### src/sv/arpt_pkg.sv
// Package for the aging prefix route table: types, codes and helper functions.
package arpt_pkg;

  localparam int unsigned DEPTH_DEF = 16;

  localparam logic [3:0] AGE_LIMIT_RST = 4'd3;
  localparam logic [3:0] AGE_MAX       = 4'd15;
  localparam logic [5:0] LEN_MAX       = 6'd32;

  // Command codes.
  localparam logic [1:0] CMD_INSERT = 2'd0;
  localparam logic [1:0] CMD_DELETE = 2'd1;
  localparam logic [1:0] CMD_DUMP   = 2'd2;

  // Status codes.
  localparam logic [2:0] ST_DONE      = 3'd0;
  localparam logic [2:0] ST_DUP       = 3'd1;
  localparam logic [2:0] ST_FULL      = 3'd2;
  localparam logic [2:0] ST_NOT_FOUND = 3'd3;
  localparam logic [2:0] ST_EMPTY     = 3'd4;

  // Slot flags. Free must be all zeros: an unwritten slot reads as zero.
  localparam logic [1:0] FLAG_FREE     = 2'd0;
  localparam logic [1:0] FLAG_USED     = 2'd1;
  localparam logic [1:0] FLAG_DELETING = 2'd2;

  typedef enum logic [1:0] {
    S_IDLE,
    S_SCAN,
    S_FINISH
  } state_e;

  typedef struct packed {
    logic [1:0]  command;
    logic [31:0] prefix_addr;
    logic [5:0]  prefix_len;
    logic [7:0]  plane_id;
  } arpt_in_t;

  typedef struct packed {
    logic [2:0]  status;
    logic [3:0]  entry_index;
    logic [31:0] entry_addr;
    logic [5:0]  entry_len;
    logic [7:0]  entry_plane;
    logic [4:0]  used_count;
    logic        last;
  } arpt_out_t;

  // One word of the slot memory.
  typedef struct packed {
    logic [1:0]  flag;
    logic [3:0]  age;
    logic [31:0] addr;
    logic [5:0]  len;
    logic [7:0]  plane;
  } arpt_slot_t;

  localparam int unsigned SLOT_W = $bits(arpt_slot_t);

  function automatic logic [5:0] sat_len(input logic [5:0] len);
    return (len > LEN_MAX) ? LEN_MAX : len;
  endfunction

  // Address masked to its prefix length; a length of zero gives zero.
  function automatic logic [31:0] prefix_mask(input logic [31:0] addr,
                                              input logic [5:0] len);
    logic [5:0] sh;
    sh = LEN_MAX - len;
    if (len == 6'd0) begin
      return 32'h0;
    end
    return addr & (32'hFFFF_FFFF << sh);
  endfunction

endpackage

### src/sv/aging_prefix_route_table.sv
// Top level of the aging prefix route table: command sequencer over the slot RAM.
//
// Every insert, delete or dump command walks all TABLE_DEPTH slots of one slot RAM,
// one slot per cycle unless a dump result is held by the stalled output register,
// reading each slot through its single read port and writing it back in the
// following cycle when it changes. A command waits whenever one of its results
// finds the output register still stalled downstream. An unused command code is
// accepted without leaving idle and gives no result. Each finished result sits in
// an output register, so the next command is taken while it waits.
// Slot flags and ages read as free and zero until a slot is first written, so the
// block is ready right after reset. The age limit register may only be written
// while the block is idle.
module aging_prefix_route_table #(
  parameter int unsigned TABLE_DEPTH = arpt_pkg::DEPTH_DEF
) (
  input  logic               clk_i,
  input  logic               rst_ni,
  input  logic               cfg_we_i,
  input  logic [3:0]         cfg_data_i,
  input  logic               in_valid_i,
  output logic               in_stall_o,
  input  arpt_pkg::arpt_in_t in_data_i,
  output logic               out_valid_o,
  input  logic               out_stall_i,
  output arpt_pkg::arpt_out_t out_data_o
);

  localparam int unsigned IDX_W = $clog2(TABLE_DEPTH);
  localparam int unsigned CNT_W = $clog2(TABLE_DEPTH + 1);
  localparam logic [IDX_W-1:0] LAST_IDX = IDX_W'(TABLE_DEPTH - 1);

  arpt_pkg::state_e state_q, state_d;

  logic [3:0]             age_limit_q;
  logic [CNT_W-1:0]       count_q, count_d;
  logic [TABLE_DEPTH-1:0] valid_q, valid_d;

  // Command registers.
  logic [1:0]  cmd_q;
  logic [31:0] key_q, addr_q;
  logic [5:0]  len_q;
  logic [7:0]  plane_q;

  // Scan pipeline.
  logic [IDX_W-1:0] rd_idx_q, rd_idx_d;
  logic             rd_done_q, rd_done_d;
  logic             p_valid_q, p_valid_d;
  logic [IDX_W-1:0] p_idx_q, p_idx_d;

  // Per-command search results.
  logic             free_found_q, free_found_d;
  logic [IDX_W-1:0] free_idx_q, free_idx_d;
  logic             dup_found_q, dup_found_d;
  logic [IDX_W-1:0] dup_idx_q, dup_idx_d;
  logic             age_found_q, age_found_d;
  logic [IDX_W-1:0] age_idx_q, age_idx_d;
  logic [3:0]       best_age_q, best_age_d;
  logic             del_found_q, del_found_d;
  logic [IDX_W-1:0] del_idx_q, del_idx_d;

  // Dump entry waiting to learn whether it is the final one.
  logic             pend_valid_q, pend_valid_d;
  logic [IDX_W-1:0] pend_idx_q, pend_idx_d;
  logic [31:0]      pend_addr_q, pend_addr_d;
  logic [5:0]       pend_len_q, pend_len_d;
  logic [7:0]       pend_plane_q, pend_plane_d;

  logic                out_valid_q, out_valid_d;
  arpt_pkg::arpt_out_t out_q, out_d;

  // RAM ports.
  logic                ram_we, ram_re;
  logic [IDX_W-1:0]    ram_waddr;
  arpt_pkg::arpt_slot_t ram_wdata, ram_rdata, p_slot;

  logic       in_xfer, out_free, p_used, p_del, p_match;
  logic       dump_emit, p_hold, p_adv, scan_end, issue;
  logic [3:0] new_age;

  arpt_ram #(
    .WIDTH(arpt_pkg::SLOT_W),
    .DEPTH(TABLE_DEPTH)
  ) u_slot_ram (
    .clk_i  (clk_i),
    .we_i   (ram_we),
    .waddr_i(ram_waddr),
    .wdata_i(ram_wdata),
    .re_i   (ram_re),
    .raddr_i(rd_idx_q),
    .rdata_o(ram_rdata)
  );

  assign in_stall_o  = (state_q != arpt_pkg::S_IDLE);
  assign in_xfer     = in_valid_i && !in_stall_o;
  assign out_free    = !out_valid_q || !out_stall_i;
  assign out_valid_o = out_valid_q;
  assign out_data_o  = out_q;

  // A slot never written reads as free with age zero.
  assign p_slot  = valid_q[p_idx_q] ? ram_rdata : '0;
  assign p_used  = p_valid_q && (p_slot.flag == arpt_pkg::FLAG_USED);
  assign p_del   = p_valid_q && (p_slot.flag == arpt_pkg::FLAG_DELETING);
  assign p_match = (arpt_pkg::prefix_mask(p_slot.addr, p_slot.len) == key_q);
  assign new_age = (p_slot.age < arpt_pkg::AGE_MAX) ? (p_slot.age + 4'd1) : arpt_pkg::AGE_MAX;

  assign dump_emit = (cmd_q == arpt_pkg::CMD_DUMP) && p_used && pend_valid_q;
  assign p_hold    = dump_emit && !out_free;
  assign p_adv     = p_valid_q && !p_hold;
  assign scan_end  = p_adv && (p_idx_q == LAST_IDX);
  assign issue     = (state_q == arpt_pkg::S_SCAN) && !rd_done_q && !p_hold;
  assign ram_re    = issue;

  // Next state.
  always_comb begin
    state_d = state_q;
    unique case (state_q)
      arpt_pkg::S_IDLE: begin
        if (in_xfer && (in_data_i.command == arpt_pkg::CMD_INSERT ||
                        in_data_i.command == arpt_pkg::CMD_DELETE ||
                        in_data_i.command == arpt_pkg::CMD_DUMP)) begin
          state_d = arpt_pkg::S_SCAN;
        end
      end
      arpt_pkg::S_SCAN: begin
        if (scan_end) begin
          state_d = arpt_pkg::S_FINISH;
        end
      end
      arpt_pkg::S_FINISH: begin
        if (out_free) begin
          state_d = arpt_pkg::S_IDLE;
        end
      end
      default: state_d = arpt_pkg::S_IDLE;
    endcase
  end

  // Scan datapath, RAM write-back and result generation.
  always_comb begin
    logic             tgt_ok;
    logic [IDX_W-1:0] tgt_idx;

    rd_idx_d     = rd_idx_q;
    rd_done_d    = rd_done_q;
    p_valid_d    = p_valid_q;
    p_idx_d      = p_idx_q;
    free_found_d = free_found_q;
    free_idx_d   = free_idx_q;
    dup_found_d  = dup_found_q;
    dup_idx_d    = dup_idx_q;
    age_found_d  = age_found_q;
    age_idx_d    = age_idx_q;
    best_age_d   = best_age_q;
    del_found_d  = del_found_q;
    del_idx_d    = del_idx_q;
    pend_valid_d = pend_valid_q;
    pend_idx_d   = pend_idx_q;
    pend_addr_d  = pend_addr_q;
    pend_len_d   = pend_len_q;
    pend_plane_d = pend_plane_q;
    count_d      = count_q;
    valid_d      = valid_q;
    ram_we       = 1'b0;
    ram_waddr    = p_idx_q;
    ram_wdata    = p_slot;
    out_valid_d  = out_valid_q && out_stall_i;
    out_d        = out_q;
    tgt_ok       = free_found_q || age_found_q;
    tgt_idx      = free_found_q ? free_idx_q : age_idx_q;

    if (in_xfer) begin
      rd_idx_d     = '0;
      rd_done_d    = 1'b0;
      p_valid_d    = 1'b0;
      free_found_d = 1'b0;
      dup_found_d  = 1'b0;
      age_found_d  = 1'b0;
      best_age_d   = 4'd0;
      del_found_d  = 1'b0;
      pend_valid_d = 1'b0;
    end

    if (issue) begin
      p_valid_d = 1'b1;
      p_idx_d   = rd_idx_q;
      if (rd_idx_q == LAST_IDX) begin
        rd_done_d = 1'b1;
      end else begin
        rd_idx_d = rd_idx_q + IDX_W'(1);
      end
    end else if (p_adv) begin
      p_valid_d = 1'b0;
    end

    if (p_adv) begin
      unique case (cmd_q)
        arpt_pkg::CMD_INSERT: begin
          if (p_valid_q && p_slot.flag == arpt_pkg::FLAG_FREE && !free_found_q) begin
            free_found_d = 1'b1;
            free_idx_d   = p_idx_q;
          end
          if (p_used && !dup_found_q && p_match) begin
            dup_found_d = 1'b1;
            dup_idx_d   = p_idx_q;
          end
          if (p_del) begin
            ram_we        = 1'b1;
            ram_wdata.age = new_age;
            ram_wdata.flag = (new_age >= age_limit_q) ? arpt_pkg::FLAG_FREE
                                                       : arpt_pkg::FLAG_DELETING;
            if (new_age > best_age_q) begin
              best_age_d  = new_age;
              age_found_d = 1'b1;
              age_idx_d   = p_idx_q;
            end
          end
        end
        arpt_pkg::CMD_DELETE: begin
          if (p_used && p_match && !del_found_q) begin
            del_found_d    = 1'b1;
            del_idx_d      = p_idx_q;
            ram_we         = 1'b1;
            ram_wdata.flag = arpt_pkg::FLAG_DELETING;
            ram_wdata.age  = 4'd0;
          end
        end
        arpt_pkg::CMD_DUMP: begin
          if (dump_emit) begin
            out_valid_d       = 1'b1;
            out_d             = '0;
            out_d.status      = arpt_pkg::ST_DONE;
            out_d.entry_index = 4'(pend_idx_q);
            out_d.entry_addr  = pend_addr_q;
            out_d.entry_len   = pend_len_q;
            out_d.entry_plane = pend_plane_q;
            out_d.used_count  = 5'(count_q);
            out_d.last        = 1'b0;
          end
          if (p_used) begin
            pend_valid_d = 1'b1;
            pend_idx_d   = p_idx_q;
            pend_addr_d  = p_slot.addr;
            pend_len_d   = p_slot.len;
            pend_plane_d = p_slot.plane;
          end
        end
        default: begin
        end
      endcase
    end

    if (state_q == arpt_pkg::S_FINISH && out_free) begin
      out_valid_d = 1'b1;
      out_d       = '0;
      out_d.last  = 1'b1;
      unique case (cmd_q)
        arpt_pkg::CMD_INSERT: begin
          if (dup_found_q) begin
            out_d.status      = arpt_pkg::ST_DUP;
            out_d.entry_index = 4'(dup_idx_q);
          end else if (tgt_ok) begin
            ram_we            = 1'b1;
            ram_waddr         = tgt_idx;
            ram_wdata.flag    = arpt_pkg::FLAG_USED;
            ram_wdata.age     = 4'd0;
            ram_wdata.addr    = addr_q;
            ram_wdata.len     = len_q;
            ram_wdata.plane   = plane_q;
            count_d           = count_q + CNT_W'(1);
            out_d.status      = arpt_pkg::ST_DONE;
            out_d.entry_index = 4'(tgt_idx);
          end else begin
            out_d.status = arpt_pkg::ST_FULL;
          end
        end
        arpt_pkg::CMD_DELETE: begin
          if (del_found_q) begin
            if (count_q != '0) begin
              count_d = count_q - CNT_W'(1);
            end
            out_d.status      = arpt_pkg::ST_DONE;
            out_d.entry_index = 4'(del_idx_q);
          end else begin
            out_d.status = arpt_pkg::ST_NOT_FOUND;
          end
        end
        arpt_pkg::CMD_DUMP: begin
          if (pend_valid_q) begin
            out_d.status      = arpt_pkg::ST_DONE;
            out_d.entry_index = 4'(pend_idx_q);
            out_d.entry_addr  = pend_addr_q;
            out_d.entry_len   = pend_len_q;
            out_d.entry_plane = pend_plane_q;
          end else begin
            out_d.status = arpt_pkg::ST_EMPTY;
          end
        end
        default: begin
        end
      endcase
      out_d.used_count = 5'(count_d);
    end

    if (ram_we) begin
      valid_d[ram_waddr] = 1'b1;
    end
  end

  always_ff @(posedge clk_i or negedge rst_ni) begin
    if (!rst_ni) begin
      state_q      <= arpt_pkg::S_IDLE;
      age_limit_q  <= arpt_pkg::AGE_LIMIT_RST;
      count_q      <= '0;
      valid_q      <= '0;
      rd_done_q    <= 1'b1;
      p_valid_q    <= 1'b0;
      free_found_q <= 1'b0;
      dup_found_q  <= 1'b0;
      age_found_q  <= 1'b0;
      del_found_q  <= 1'b0;
      pend_valid_q <= 1'b0;
      out_valid_q  <= 1'b0;
    end else begin
      state_q      <= state_d;
      if (cfg_we_i) begin
        age_limit_q <= cfg_data_i;
      end
      count_q      <= count_d;
      valid_q      <= valid_d;
      rd_done_q    <= rd_done_d;
      p_valid_q    <= p_valid_d;
      free_found_q <= free_found_d;
      dup_found_q  <= dup_found_d;
      age_found_q  <= age_found_d;
      del_found_q  <= del_found_d;
      pend_valid_q <= pend_valid_d;
      out_valid_q  <= out_valid_d;
    end
  end

  always_ff @(posedge clk_i) begin
    if (in_xfer) begin
      cmd_q   <= in_data_i.command;
      addr_q  <= in_data_i.prefix_addr;
      len_q   <= arpt_pkg::sat_len(in_data_i.prefix_len);
      plane_q <= in_data_i.plane_id;
      key_q   <= arpt_pkg::prefix_mask(in_data_i.prefix_addr,
                                       arpt_pkg::sat_len(in_data_i.prefix_len));
    end
    rd_idx_q     <= rd_idx_d;
    p_idx_q      <= p_idx_d;
    free_idx_q   <= free_idx_d;
    dup_idx_q    <= dup_idx_d;
    age_idx_q    <= age_idx_d;
    best_age_q   <= best_age_d;
    del_idx_q    <= del_idx_d;
    pend_idx_q   <= pend_idx_d;
    pend_addr_q  <= pend_addr_d;
    pend_len_q   <= pend_len_d;
    pend_plane_q <= pend_plane_d;
    out_q        <= out_d;
  end

`ifndef NO_ASSERTIONS
  a_count_bound: assert property (@(posedge clk_i) disable iff (!rst_ni)
    count_q <= CNT_W'(TABLE_DEPTH))
    else $error("active count exceeds table depth");

  a_finish_emits: assert property (@(posedge clk_i) disable iff (!rst_ni)
    (state_q == arpt_pkg::S_FINISH && out_free) |=> out_valid_o)
    else $error("finished command produced no result");

  a_idle_quiet: assert property (@(posedge clk_i) disable iff (!rst_ni)
    (state_q == arpt_pkg::S_IDLE) |-> (!p_valid_q && !ram_we))
    else $error("slot pipeline active while idle");

  a_hold_keeps_slot: assert property (@(posedge clk_i) disable iff (!rst_ni)
    p_hold |=> (p_valid_q && $stable(p_idx_q) && $stable(ram_rdata)))
    else $error("held dump slot changed under a stalled transfer");
`endif

endmodule

### src/sv/arpt_ram.sv
// Generic single-write, single-read RAM with a registered read port.
module arpt_ram #(
  parameter int unsigned WIDTH = 8,
  parameter int unsigned DEPTH = 16
) (
  input  logic                     clk_i,
  input  logic                     we_i,
  input  logic [$clog2(DEPTH)-1:0] waddr_i,
  input  logic [WIDTH-1:0]         wdata_i,
  input  logic                     re_i,
  input  logic [$clog2(DEPTH)-1:0] raddr_i,
  output logic [WIDTH-1:0]         rdata_o
);

  logic [WIDTH-1:0] mem_q [DEPTH];
  logic [WIDTH-1:0] rdata_q;

  always_ff @(posedge clk_i) begin
    if (we_i) begin
      mem_q[waddr_i] <= wdata_i;
    end
  end

  // Read data holds while no read is issued.
  always_ff @(posedge clk_i) begin
    if (re_i) begin
      rdata_q <= mem_q[raddr_i];
    end
  end

  assign rdata_o = rdata_q;

endmodule
### config.mk
export PLATFORM = sky130hd
export DESIGN_NAME = aging_prefix_route_table
export DESIGN_NICKNAME = d
export VERILOG_FILES = /design/src/sv/arpt_pkg.sv /design/src/sv/aging_prefix_route_table.sv /design/src/sv/arpt_ram.sv
export SDC_FILE = /design/constraint.sdc
export NUM_CORES = 1
export LEC_CHECK = 0
export BUFFER_PORTS_ARGS = -buffer_cell sky130_fd_sc_hd__buf_2
export CORE_MARGIN = 4
export CORE_UTILIZATION = 53
export DETAILED_ROUTE_END_ITERATION = 6
export PLACE_DENSITY = 0.73
export SLEW_MARGIN = 20
export SYNTH_ARGS = -nofsm -noshare
export SYNTH_HDL_FRONTEND = slang
export SYNTH_SLANG_ARGS = --single-unit
### constraint.sdc
create_clock -name clk_i -period 7.6 [get_ports clk_i]
set_clock_uncertainty 0.2 [all_clocks]
set_input_delay 1.52 -clock clk_i [delete_from_list [all_inputs] [get_ports clk_i]]
set_output_delay 1.52 -clock clk_i [all_outputs]
set_load 0.01 [all_outputs]
### After elaboration in Yosys (flattened, before gate mapping)

Memory sizes are Yosys's and may differ from the RTL's. A register that Yosys moved wholly into a read port is not among the register bits.
Index checks and enable logic that the tools add are counted.
Widths: inputs -> output; s select.

| word-level totals | value |
|---|---|
| flip-flop bits (word level) | 252 |
| RAM bits | 832 |
| output and inout bits | 61 |
| memories | 1 |
| logic and storage cells | 220 |
| bits of input ports | 57 |

Memories:

| memory | depth | width | read ports | clocked after Yosys merged registers in | wr ports | RTL line | source |
|---|---|---|---|---|---|---|---|
| u_slot_ram.mem_q | 16 | 52 | 1 | 1 | 1 | arpt_ram.sv:15 | `logic [WIDTH-1:0] mem_q [DEPTH];` |

| operators by class | value |
|---|---|
| bitwise gates (word level) | 3 |
| shift operators | 2 |
| eq/ne operators | 14 |
| add/subtract/negate cells | 6 |
| muxes and demuxes | 99 |
| order comparisons | 7 |
| reduce and logical (&&, ||, !) cells | 53 |

Operators with widths:

| cell | number |
|---|---|
| $mux 52 | 5 |
| $mux 59 | 4 |
| $mux 32 | 4 |
| $and 32x32->32 | 2 |
| $mux 4 | 16 |
| $shl 32x6->32 const A | 2 |
| $mux 50 | 1 |
| $mux 46 | 1 |
| $mux 1 | 45 |
| $eq 32x32->1 | 1 |
| $mux 6 | 4 |
| $pmux 7 s3 | 1 |
| $reduce_and 3->1 | 7 |
| $logic_and 1x1->1 | 20 |
| $mux 5 | 4 |
| $or 16x16->16 | 1 |
| $logic_not 6->1 | 2 |
| $mux 2 | 6 |
| $pmux 6 s2 | 1 |
| $sub 6x6->6 const A | 2 |
| $lt 4x5->1 const B | 2 |
| $pmux 5 s2 | 1 |
| $logic_not 1->1 | 9 |
| $add 4x1->4 const B | 2 |
| other kinds (23) | 41 |

### Depth between registers and ports, before layout

| logic depth | value |
|---|---|
| depth in word-level cells | 19 |
| gate-level depth with buffers | 24 |
| gate-level depth less buffers | 18 |

### Cells and area by module

A second synthesis with hierarchy kept.

| second synthesis, totals | value |
|---|---|
| cell total of the unflattened synthesis | 2,418 |
| area total of the unflattened synthesis | 45,238.4 um^2 |

Modules (own cells, without submodules):

| module | instances | area an instance (um^2) | cells an instance | sequential area each (um^2) |
|---|---|---|---|---|
| arpt_ram | 1 | 32,736.4 | 1,344 | 26,545.5 |
| aging_prefix_route_table | 1 | 12,502.0 | 1,074 | 7,305.8 |

### Least setup slack after synthesis

Ideal clock, no wire load.

| timing | value |
|---|---|
| kind | register -> register |
| start | reg p_idx_q[0] |
| end | mem u_slot_ram.mem_q[12][0] (netlist name), enable pin |
| cell stages (with the launch flop) | 24 |
| path slack | 593 ps |
| path buffers | 6 |
| required time | 6,985 ps |
| arrival | 6,391 ps |
| library setup time | 415 ps |
| clock period less this slack | 7,007 ps |
| cells stage by stage | edfxtp_1 -> buf_6 -> mux2i_1 -> a32oi_2 -> nand3_1 -> buf_2 -> nand2_1 -> clkbuf_1 -> clkbuf_1 -> nand2_1 -> ha_1 -> buf_4 -> o21bai_1 -> o21a_1 -> o32a_1 -> o21a_1 -> a221o_1 -> or4_1 -> or4_1 -> nor2_1 -> or4b_4 -> nand3_2 -> buf_6 -> and3_1 |

| on the way | value |
|---|---|
| longest elaborated chain between the ends | 19 |
| elaborated cells on any way between the ends | 35 |
| those cells by class | add/sub (1); eq/ne (3); shift (1); mux (19); bitwise (1); reduce/logical (10) |

RTL lines:

| item | RTL line | source |
|---|---|---|
| from (decl) | aging_prefix_route_table.sv:48 | `logic [IDX_W-1:0] p_idx_q, p_idx_d;` |
| from (signal assigned) | aging_prefix_route_table.sv:351 | `p_idx_q <= p_idx_d;` |
| $bmux 1 s4 | aging_prefix_route_table.sv:100 | `assign p_slot = valid_q[p_idx_q] ? ram_rdata : '0;` |
| $mux 1 (implied by the code) | aging_prefix_route_table.sv:100 |  |
| $mux 52 | aging_prefix_route_table.sv:100 |  |
| $sub 6x6->6 | arpt_pkg.sv:69 | `sh = LEN_MAX - len;` |
| $shl 32x6->32 | arpt_pkg.sv:73 | `return addr & (32'hFFFF_FFFF << sh);` |
| $and 32x32->32 | arpt_pkg.sv:73 |  |
| $mux 32 | arpt_pkg.sv:73 |  |
| $eq 32x32->1 | aging_prefix_route_table.sv:103 | `assign p_match = (arpt_pkg::prefix_mask(p_slot.addr, p_slot.len) == key_q);` |
| (+3 left out) | -- |  |
| $pmux 1 s2 | aging_prefix_route_table.sv:196 | `unique case (cmd_q)` |
| $mux 1 | aging_prefix_route_table.sv:195 | `if (p_adv) begin` |
| $mux 1 | aging_prefix_route_table.sv:261 | `end else if (tgt_ok) begin` |
| $mux 1 | aging_prefix_route_table.sv:258 | `if (dup_found_q) begin` |
| $mux 1 | aging_prefix_route_table.sv:256 | `unique case (cmd_q)` |
| $mux 1 | aging_prefix_route_table.sv:252 | `if (state_q == arpt_pkg::S_FINISH && out_free) begin` |
| $mux 1 | arpt_ram.sv:19 | `if (we_i) begin` |
| $mux 1 (implied by the code) | arpt_ram.sv:20 | `mem_q[waddr_i] <= wdata_i;` |
| to (decl) | arpt_ram.sv:15 |  |

Parallel ways exist; a longest one is shown, timed or not. The select of a mux whose other input is x is not followed.

### Worst setup path after layout

| timing | value |
|---|---|
| start | reg p_idx_q[0] |
| end | mem u_slot_ram.mem_q[13][5] (netlist name), enable pin |

Same word-level chain as after synthesis.

==> impl_metrics.xml <==
<?xml version="1.0" encoding="UTF-8"?>
<metrics>
  <group name="logic_synthesis">
    <metric name="ys_ff_latch" unit="">1136</metric>
    <metric name="synth-compound-area-share" unit="%">3.448</metric>
    <metric name="yosys_warnings" unit="">0</metric>
    <metric name="cells_taking_the_most_area_after_synthesis" unit="">edfxtp_1 72%, mux4_2 13%, dfrtp_1 1.8%, and2_1 1.3%, mux2_2 1.2%</metric>
    <metric name="synthCells" unit="">2296</metric>
    <metric name="synth_commonest_cells" unit="">1092 x edfxtp_1, 260 x mux4_2, 93 x and2_1</metric>
    <metric name="post_synth_fa_ha_maj_area_fraction" unit="%">0.5530</metric>
    <metric name="xor_xnor_fraction_of_synth_area" unit="%">0.4258</metric>
    <metric name="synth_edf_count" unit="">1092</metric>
    <metric name="synth_nets" unit="">2373</metric>
    <metric name="yosysMostFrequentCell" unit="">edfxtp_1</metric>
    <metric name="netlist.area_leader.share" unit="%">72.46</metric>
    <metric name="yosys.area.top_type" unit="">edfxtp_1</metric>
    <metric name="postSynthAreaPerCell" unit="µm²">19.71</metric>
    <metric name="synth_ff_type" unit="">edfxtp_1</metric>
    <metric name="synthesis.area" unit="µm²">45250</metric>
    <metric name="basic_gate_share_of_the_synthesized_area_counting_and_or_nand_and_nor_cells" unit="%">4.919</metric>
    <metric name="synth_seq_area_share" unit="%">74.81</metric>
    <metric name="synth_top_family_by_area" unit="">multiplexers</metric>
    <metric name="multiplexer_share_of_the_synthesized_area" unit="%">14.53</metric>
    <metric name="asyncSetResetFlopFracSynth" unit="%">3.081</metric>
    <metric name="ys_types" unit="">80</metric>
  </group>
  <group name="job">
    <metric name="maxCapViolations" unit="">0</metric>
  </group>
  <group name="grt">
    <metric name="vias_in_the_first_global_route" unit="">23220</metric>
    <metric name="wire_length_of_the_first_global_routing_pass" unit="mm">163.6</metric>
    <metric name="grt_util_all_layers" unit="%">25.17</metric>
    <metric name="pin_count_of_the_biggest_net_entering_global_routing" unit="">163</metric>
    <metric name="grt_antenna_before_repair" unit="">10</metric>
    <metric name="grt-ovfl-total" unit="">0</metric>
  </group>
  <group name="detailed_routing">
    <metric name="final_antenna_net_count" unit="">0</metric>
    <metric name="drt-wirelength-per-cell" unit="µm">30.44</metric>
    <metric name="wl" unit="mm">112.8</metric>
    <metric name="vias_per_cell" unit="">6.356</metric>
    <metric name="drcViolationCount" unit="">0</metric>
    <metric name="num_vias" unit="">23560</metric>
    <metric name="detail_route.first_pass.iterations" unit="">5</metric>
    <metric name="drtIter0Drc" unit="">2985</metric>
  </group>
  <group name="floorplan">
    <metric name="i_o_pin_count" unit="">118</metric>
    <metric name="core" unit="µm²">84090</metric>
    <metric name="die_x" unit="µm">300.2</metric>
    <metric name="vert_die_dim" unit="µm">300.2</metric>
    <metric name="fp-row-count" unit="">106</metric>
    <metric name="die_area" unit="µm²">90120</metric>
    <metric name="starting_density_of_the_core" unit="%">53.82</metric>
  </group>
  <group name="min_path">
    <metric name="hold_class" unit="">reg -&gt; reg</metric>
    <metric name="hold_depth" unit="">2</metric>
    <metric name="hold_path.startpoint" unit="">best_age_q[1]$_DFF_P_</metric>
    <metric name="hold-path-endpoint" unit="">best_age_q[1]$_DFF_P_</metric>
  </group>
  <group name="sta">
    <metric name="achievable-frequency" unit="MHz">142.7</metric>
    <metric name="grt_setup_unrepaired" unit="">false</metric>
    <metric name="setup_tns" unit="ns">0</metric>
    <metric name="fin_crit" unit="ns">7.006</metric>
    <metric name="final-max-slew-violation-count" unit="">0</metric>
    <metric name="layout_setup_ws" unit="ns">0.5940</metric>
    <metric name="period_share" unit="%">92.18</metric>
    <metric name="hold_viol" unit="">0</metric>
    <metric name="setup_violating_endpoint_count_in_the_final_report" unit="">0</metric>
    <metric name="slew_limit_headroom" unit="%">16.81</metric>
    <metric name="max_slew.worst_pin.slew" unit="ns">1.248</metric>
  </group>
  <group name="status">
    <metric name="status" unit="">finished, final reports clean</metric>
  </group>
  <group name="place">
    <metric name="dp_hpwl" unit="mm">74.19</metric>
    <metric name="placement.setup.worst_slack" unit="ns">0.7503</metric>
    <metric name="place_congestion" unit="">0.8992</metric>
    <metric name="place_area" unit="µm²">47600</metric>
    <metric name="place.port_buffers" unit="">117</metric>
  </group>
  <group name="setup_path">
    <metric name="crit_path_end_kind" unit="">flip-flop</metric>
    <metric name="worstSetupStartpointType" unit="">flip-flop</metric>
    <metric name="setup.reg_to_reg.worst_slack" unit="ns">0.59</metric>
    <metric name="rr_startpoint" unit="">p_idx_q[0]$_DFFE_PP_</metric>
    <metric name="critical_path_peak_fanout" unit="">30</metric>
    <metric name="worst-r2r-cell-count" unit="">18</metric>
    <metric name="setup.worst_path.class" unit="">reg -&gt; reg</metric>
    <metric name="rr_endpoint" unit="">u_slot_ram.mem_q[13][5]$_DFFE_PP_</metric>
    <metric name="critical_path_required" unit="ns">7.75</metric>
    <metric name="worst-endpoint-arrival" unit="ns">7.16</metric>
  </group>
  <group name="clock_network">
    <metric name="cts_hold_buf" unit="">0</metric>
    <metric name="ctsLongestPathBuffers" unit="">3</metric>
    <metric name="worst_setup_hold_path_clk_slew" unit="ns">0.06</metric>
    <metric name="postCtsResizedCells" unit="">0</metric>
    <metric name="clock_insertion_delay_worst_skew" unit="ns">0.69</metric>
    <metric name="cts_tree" unit="">yes</metric>
    <metric name="htree_num_levels" unit="">3</metric>
    <metric name="cts.sink_count" unit="">1136</metric>
    <metric name="cts_made_buffers" unit="">106</metric>
    <metric name="root_buffer" unit="">clkbuf_16</metric>
    <metric name="post_cts_buffers" unit="">0</metric>
  </group>
  <group name="final_layout">
    <metric name="post_route_standard_cell_area_excluding_fillers" unit="µm²">51280</metric>
    <metric name="drive_gt1_share" unit="%">27.36</metric>
    <metric name="synthToLayoutAreaGrowth" unit="%">13.31</metric>
    <metric name="nets" unit="">2551</metric>
  </group>
  <group name="power_and_ir_drop">
    <metric name="static-leakage-power" unit="µW">0.01723</metric>
    <metric name="cellPowerDensity" unit="nW/µm²">384.0</metric>
    <metric name="peakVddDrop" unit="mV">0.3952</metric>
  </group>
</metrics>
state kept, by name, indices dropped and copies added, names as in the netlist, 6 cells and up:
name                flops
out_data_o             59
u_slot_ram.mem_q      832
plane_q                 8
key_q                  32
valid_q                16
pend_addr_q            32
pend_len_q              6
addr_q                 32
len_q                   6
pend_plane_q            8
u_slot_ram.rdata_o     52
worst max-delay path: stages (launching register included):
cell      delay (ns)
edfxtp_1        0.74
mux2i_1         0.17
a32oi_2         0.33
nand3_1         0.17
nand2_2         0.32
nand2_1         0.24
ha_1            0.38
nor3b_2         0.26
xnor2_1         0.48
nor2_1          0.17
and3_1          0.22
a221o_1         0.26
or4_1           0.40
or4_1           0.49
nor2_1          0.16
or4b_4          0.51
nand3_2         0.33
and3_4          0.53
buf_12          0.29
layout make-up:
cell class                      instances  area, µm²
Timing Repair Buffer                  174       1239
Multi-Input combinational cell       1014      10920
Clock inverter                         71      843.3
Fill cell                            5782      32810
Tap cell                             1134       1419
Sequential cell                      1136      33870
Antenna cell                            7      17.52
Clock buffer                          129       2810
Inverter                               42      160.2
metal layers:
metal,up-vias,GRT usage (%),share of wire (%)
met1,12310,37.12,41
met2,1365,38.06,46
met4,4,7.188,2.6
li1,9719,-,-
met5,-,0,0.019
met3,167,6.260,10
kinds of logic after synthesis:
| logic type | count (synthesis) |
|---|---|
| fa+ha+maj | 20 |
| buf+inv | 146 |
| xor+xnor | 22 |
| flops | 1136 |
| mux | 326 |
| compound gates | 231 |
| simple gates | 415 |
cells in the final DEF (no fill, tap or decap), types with 44 or more instances in the layout:
master	n
edfxtp_1	1092
nor2_1	64
nand2_1	87
mux2_2	47
a21oi_1	50
buf_2	117
and2_1	93
o21ai_0	44
mux4_2	260
clkbuf_16	107
worst max path at each step:
stage / slack (ns) / from / to / cells after the start
after floorplan: 0.59 / p_idx_q[0]$_DFFE_PP_ / u_slot_ram.mem_q[12][0]$_DFFE_PP_ / 23
after global placement: 0.93 / p_idx_q[0]$_DFFE_PP_ / u_slot_ram.mem_q[13][24]$_DFFE_PP_ / 18
after detailed placement: 0.75 / p_idx_q[0]$_DFFE_PP_ / u_slot_ram.mem_q[13][6]$_DFFE_PP_ / 18
after CTS: 0.73 / p_idx_q[0]$_DFFE_PP_ / u_slot_ram.mem_q[13][47]$_DFFE_PP_ / 18
after global routing: 0.28 / p_idx_q[0]$_DFFE_PP_ / u_slot_ram.mem_q[12][3]$_DFFE_PP_ / 18
final: 0.59 / p_idx_q[0]$_DFFE_PP_ / u_slot_ram.mem_q[13][5]$_DFFE_PP_ / 18
power by group:
group          internal [µW]  switching (µW)  total (µW)
sequential              8090             600        8690
combinational           2120            3360        5480
clock                   3220            2300        5520
total                  13400            6260       19700
metrics by stage:
stage	total power, µW	utilization (%)	hold slack, ns	std cells
after floorplan	12100	-	0.2064	2296
after global placement	14070	56.61	0.2283	3500
after detailed placement	14200	56.61	0.2565	3500
after CTS	19700	60.96	0.2649	3700
after global routing	20430	60.96	0.2845	3701
final	19690	60.98	0.2606	3707
No activity file was read; power rests on OpenSTA's default activity.
